[src/hdl/lmsar_pkg.sv]
package lmsar_pkg;

    // tap weights, signed Q4.28
    localparam int W_BITS  = 32;
    localparam int W_FRAC  = 28;
    localparam logic signed [W_BITS-1:0] W_MAX = {1'b0, {(W_BITS-1){1'b1}}};
    localparam logic signed [W_BITS-1:0] W_MIN = {1'b1, {(W_BITS-1){1'b0}}};

    // error times sample, brought to 30 fraction bits
    localparam int EX_FRAC = 30;
    localparam int EX30_W  = 33;

    // step size, unsigned Q0.24
    localparam int MU_BITS      = 24;
    localparam int MU_RND_SHIFT = 25;

    // step size decay, mu = floor((mu * 100 + 50) / 101)
    localparam int DEC_MUL   = 100;
    localparam int DEC_ADD   = 50;
    localparam int DEC_DIV   = 101;
    localparam int DEC_NUM_W = 31;
    localparam int DEC_SHIFT = 38;
    localparam int DEC_REM_W = 8;
    localparam logic [31:0] DEC_RECIP = 32'd2721563435;

    // configuration registers
    localparam int CFG_IDX_W  = 2;
    localparam int CFG_DATA_W = 24;
    localparam int DECAY_W    = 16;
    localparam int TAPS_W     = 5;
    localparam int PIDX_W     = 16;

    localparam logic [CFG_IDX_W-1:0] CFG_STEP_SIZE = 2'd0;
    localparam logic [CFG_IDX_W-1:0] CFG_DECAY     = 2'd1;
    localparam logic [CFG_IDX_W-1:0] CFG_TAPS      = 2'd2;

    localparam logic [MU_BITS-1:0] STEP_RST  = 24'd167772;
    localparam logic [DECAY_W-1:0] DECAY_RST = 16'd100;
    localparam logic [TAPS_W-1:0]  TAPS_RST  = 5'd16;

    typedef enum logic [1:0] {
        CELL_HOLD,
        CELL_ROTATE,
        CELL_INSERT
    } t_cell_op;

endpackage

[src/hdl/lmsar_cell.sv]
module lmsar_cell #(
    parameter int SAMPLE_BITS = 16
) (
    input  logic                                i_clk,
    input  logic                                i_rst_n,
    input  lmsar_pkg::t_cell_op                 i_op,
    input  logic signed [SAMPLE_BITS-1:0]       i_next_x,
    input  logic signed [lmsar_pkg::W_BITS-1:0] i_next_w,
    input  logic signed [SAMPLE_BITS-1:0]       i_prev_x,
    output logic signed [SAMPLE_BITS-1:0]       o_x,
    output logic signed [lmsar_pkg::W_BITS-1:0] o_w
);

    logic signed [SAMPLE_BITS-1:0]       r_x;
    logic signed [lmsar_pkg::W_BITS-1:0] r_w;

    always_ff @(posedge i_clk) begin
        if (!i_rst_n) begin
            r_x <= '0;
            r_w <= '0;
        end else begin
            unique case (i_op)
                lmsar_pkg::CELL_HOLD: begin
                    r_x <= r_x;
                end
                lmsar_pkg::CELL_ROTATE: begin
                    r_x <= i_next_x;
                    r_w <= i_next_w;
                end
                lmsar_pkg::CELL_INSERT: begin
                    r_x <= i_prev_x;
                end
                default: begin
                    r_x <= r_x;
                end
            endcase
        end
    end

    assign o_x = r_x;
    assign o_w = r_w;

endmodule

[config.mk]
export PLATFORM = sky130hd
export DESIGN_NAME = lmsar_cell
export DESIGN_NICKNAME = d
export VERILOG_FILES = /design/src/hdl/lmsar_pkg.sv /design/src/hdl/lmsar_cell.sv
export SDC_FILE = /design/constraint.sdc
export NUM_CORES = 1
export LEC_CHECK = 0
export BUFFER_PORTS_ARGS = -buffer_cell sky130_fd_sc_hd__buf_2
export CAP_MARGIN = 5
export CORE_AREA = 5 5 73 75
export DETAILED_ROUTE_END_ITERATION = 10
export DIE_AREA = 0 0 78 80
export GPL_TIMING_DRIVEN = 0
export PLACE_DENSITY = 0.82
export SLEW_MARGIN = 20
export SYNTH_ARGS = -nofsm -noshare
export SYNTH_HDL_FRONTEND = slang
export SYNTH_SLANG_ARGS = --single-unit
[constraint.sdc]
create_clock -name i_clk -period 3.09 [get_ports i_clk]
set_clock_uncertainty 0.1 [all_clocks]
set_input_delay 0.309 -clock i_clk [delete_from_list [all_inputs] [get_ports i_clk]]
set_output_delay 0.309 -clock i_clk [all_outputs]
set_load 0.02 [all_outputs]
==> reports/metrics.json <==
{
  "htree_num_levels": {"value": 2},
  "critPathSlowestCell": {"value": "sky130_fd_sc_hd__clkbuf_1"},
  "cell_type_with_the_highest_aggregate_area_in_the_netlist": {"value": "sky130_fd_sc_hd__dfxtp_1"},
  "cts_sinks": {"value": 48},
  "finish.net_count": {"value": 369},
  "die-height": {"value": 80, "unit": "um"},
  "ant_nets": {"value": 0},
  "worstSetupStartpointType": {"value": "primary input"},
  "maxSlewHeadroom": {"value": 0.7176},
  "final_common_cell": {"value": "sky130_fd_sc_hd__buf_2"},
  "switching_share": {"value": 0.2559},
  "yosysWarnings": {"value": 0},
  "clockPowerShare": {"value": 0.285},
  "avgRoutedWirePerCell": {"value": 12.55, "unit": "um"},
  "power.density_cell_area": {"value": 477.7, "unit": "nW/um^2"},
  "ctsRootBufferMaster": {"value": "sky130_fd_sc_hd__clkbuf_8"},
  "design.die.area": {"value": 6240, "unit": "sq um"},
  "cts_setup_buffers": {"value": 0},
  "flip_flop_and_latch_count_after_synthesis": {"value": 48},
  "final_max_slew_viol_count": {"value": 0},
  "power_switching": {"value": 0.3447, "unit": "mW"},
  "clk_latency": {"value": 280, "unit": "ps"},
  "cts_hold_buf": {"value": 0},
  "cts_tree": {"value": "yes"},
  "totalNegativeSetupSlack": {"value": 0, "unit": "ps"},
  "postLayoutCoreUtil": {"value": 0.6133},
  "rsz0062_at_grt": {"value": "no"},
  "synthCells": {"value": 178},
  "drive_gt1_frac": {"value": 0.4883},
  "totalWireLength": {"value": 4.431, "unit": "mm"},
  "mappedNetlistNets": {"value": 248},
  "insertedDiodeCount": {"value": 0},
  "globalRoute.totalOverflow": {"value": 0},
  "power_leakage": {"value": 1.503, "unit": "nW"},
  "cts.path.max_buffers": {"value": 2},
  "yosysTopAreaCellShare": {"value": 0.4607},
  "postLayoutSetupSlackWorst": {"value": 1629, "unit": "ps"},
  "finalSetupViolCount": {"value": 0},
  "pwr-share-seq": {"value": 0.503},
  "status": {"value": "finished clean"},
  "p_int": {"value": 1.002, "unit": "mW"},
  "coreArea": {"value": 4598, "unit": "sq um"},
  "holdCritStartpoint": {"value": "i_next_w[11]"},
  "design.portCount": {"value": 116},
  "detailed_placement_wirelength_estimate": {"value": 3.561, "unit": "mm"},
  "fin_crit": {"value": 1461, "unit": "ps"},
  "io_buffers": {"value": 114},
  "fp.dieW": {"value": 78, "unit": "um"},
  "dpl_worst_slack": {"value": 1299, "unit": "ps"},
  "peakVddDrop": {"value": 0.2095, "unit": "mV"},
  "global_route.peak_usage_layer": {"value": "met2"},
  "reg2regPathDepth": {"value": 2},
  "achievable-frequency": {"value": 0.6845, "unit": "GHz"},
  "path_buf_inv": {"value": 3},
  "post_route_insts_no_fill": {"value": 353},
  "placedCellCount": {"value": 346},
  "power.share.combinational": {"value": 0.213},
  "num_vias": {"value": 1649},
  "endpoint_of_the_worst_register_to_register_path": {"value": "o_x[6]"},
  "place_congestion": {"value": 0.6669},
  "number_of_antenna_violations_at_the_first_check_in_global_routing": {"value": 0},
  "mappedNetlistArea": {"value": 2086, "unit": "sq um"},
  "cp.required": {"value": 3170, "unit": "ps"},
  "synthToLayoutAreaGrowth": {"value": 35.21, "unit": "%"},
  "reg2reg_setup_slack": {"value": 2250, "unit": "ps"},
  "cp_slowest_stage_delay": {"value": 370, "unit": "ps"},
  "netlist_top_cells_area": {"value": "sky130_fd_sc_hd__dfxtp_1 46%, sky130_fd_sc_hd__mux2i_1 15%, sky130_fd_sc_hd__nor2b_1 9.6%"},
  "setup.worst_path.class": {"value": "in -> reg"},
  "final_min_period_over_clock_period": {"value": 0.4728},
  "pin_count_of_the_biggest_net_entering_global_routing": {"value": 14},
  "routed_via_density": {"value": 4.671},
  "cts_resizes": {"value": 0},
  "num_cts_buffers": {"value": 5},
  "critical_path_sink_type": {"value": "register"},
  "timing.critical_path.cells": {"value": "buf_2, inv_1, ha_1, clkbuf_1, or2b_1, o211a_1"},
  "critical_path_at": {"value": 1550, "unit": "ps"},
  "top_fanout_value_on_the_critical_path": {"value": 10},
  "netlist-cell-type-count": {"value": 15},
  "critPathTopFamily": {"value": "buffers and inverters"},
  "std_cell_rows": {"value": 25},
  "drt_pass1_iterations": {"value": 4},
  "grt_first_pass_wirelength": {"value": 7.120, "unit": "mm"},
  "remaining_drc_errors": {"value": 0},
  "fin_worst_hold_slack": {"value": 178.6, "unit": "ps"},
  "detail_route.iter0.violations": {"value": 24},
  "floorplan.initialDensity": {"value": 0.4536},
  "holdPathStages": {"value": 3},
  "maxCapViolCount": {"value": 0},
  "met2_usage": {"value": 0.2287},
  "worstMarginPinSlew": {"value": 423.7, "unit": "ps"},
  "global_route.usage.met3": {"value": 0.04402},
  "critical_path.reg2reg.startpoint": {"value": "o_x[6]"},
  "grt_util_met1": {"value": 0.1667},
  "first_global_vias": {"value": 1590},
  "holdCritPathClass": {"value": "in -> reg"},
  "clkSlewWorstSetupHoldPaths": {"value": 80, "unit": "ps"},
  "holdPathEnd": {"value": "o_w[11]"},
  "groute.usage.overall": {"value": 0.1380},
  "finalHoldViolations": {"value": 0},
  "syn_area_per_cell": {"value": 11.72, "unit": "sq um"},
  "most-common-layout-cells": {"value": "118 x sky130_fd_sc_hd__buf_2, 48 x sky130_fd_sc_hd__dfxtp_1, 32 x sky130_fd_sc_hd__mux2i_1, 32 x sky130_fd_sc_hd__nor2b_1, 16 x sky130_fd_sc_hd__o211a_1"},
  "synth.yosys.seq_area_share": {"value": 0.4607}
}
## final cells by class
| cell class | count | area (sq um) |
|---|---|---|
| plain buffers | 14 | 92.59 |
| clock buffers | 7 | 96.34 |
| fillers | 398 | 1778 |
| inverters | 2 | 7.507 |
| multi-input cells | 114 | 1025 |
| flip-flops and latches | 48 | 960.9 |
| well taps | 54 | 67.56 |
| repair buffers | 114 | 570.5 |
## sequential cells by signal (all words and copies together) (netlist names)
register	count
o_w	32
o_x	16
## stage by stage
step                      total power [mW]  instance area, sq um
after floorplan                     0.8774                  2086
after global placement              0.9766                  2724
after detailed placement            0.9827                  2724
after CTS                            1.371                  2820
after global routing                 1.423                  2820
final                                1.347                  2820
## synthesized netlist by cell type
cell type                  instances
sky130_fd_sc_hd__dfxtp_1          48
sky130_fd_sc_hd__clkbuf_1          5
sky130_fd_sc_hd__buf_2             4
sky130_fd_sc_hd__buf_12            1
sky130_fd_sc_hd__ha_1              2
sky130_fd_sc_hd__mux2_2            6
sky130_fd_sc_hd__mux2_4           10
sky130_fd_sc_hd__buf_6             1
sky130_fd_sc_hd__mux2i_1          32
sky130_fd_sc_hd__inv_1             2
sky130_fd_sc_hd__o211a_1          16
sky130_fd_sc_hd__nand2b_1         15
sky130_fd_sc_hd__or2b_1            1
sky130_fd_sc_hd__buf_4             3
sky130_fd_sc_hd__nor2b_1          32
## cell families after synthesis
| family | Yosys count | synth area share |
|---|---|---|
| AND/OR/NAND/NOR | 48 | 0.1446 |
| flip-flops | 48 | 0.4607 |
| AO/OA/AOI/OAI | 16 | 0.07678 |
| multiplexers | 48 | 0.2579 |
| buffers and inverters | 16 | 0.04799 |
| adder cells (fa/ha/maj) | 2 | 0.01200 |
## worst max-delay path by stage
| stage | end | from | depth (start not counted) | slack, ps |
|---|---|---|---|---|
| 6_report | o_x[6] | i_op[0] | 6 | 1630 |
| 2_1_floorplan | o_x[6] | i_op[0] | 5 | 1600 |
| 3_5_place_dp | o_x[6] | i_op[0] | 6 | 1300 |
| 5_1_grt | o_x[6] | i_op[0] | 6 | 1570 |
| 3_3_place_gp | o_x[6] | i_op[0] | 6 | 1330 |
| 4_1_cts | o_x[6] | i_op[0] | 6 | 1610 |
## metal layers
metal,wire [um],part of all wire
met1,1845,0.42
met2,2011,0.45
met3,524,0.12
met4,49,0.011
met5,0,0
## power by group through the flow
stage               logic, mW  clock network (mW)  registers (mW)
finish                  0.287               0.383           0.677
global route            0.314               0.426           0.683
CTS                     0.292               0.401           0.678
detailed placement      0.291                   0           0.691
global placement        0.286                   0           0.691
floorplan               0.133                   0           0.744
## worst min-delay path, delay by kind of cell
| kind | cells | cell delay [ps] |
|---|---|---|
| buf+inv | 1 | 70 |
| mux | 1 | 60 |
| simple gates | 1 | 90 |
(Power assumes the default switching activity.)
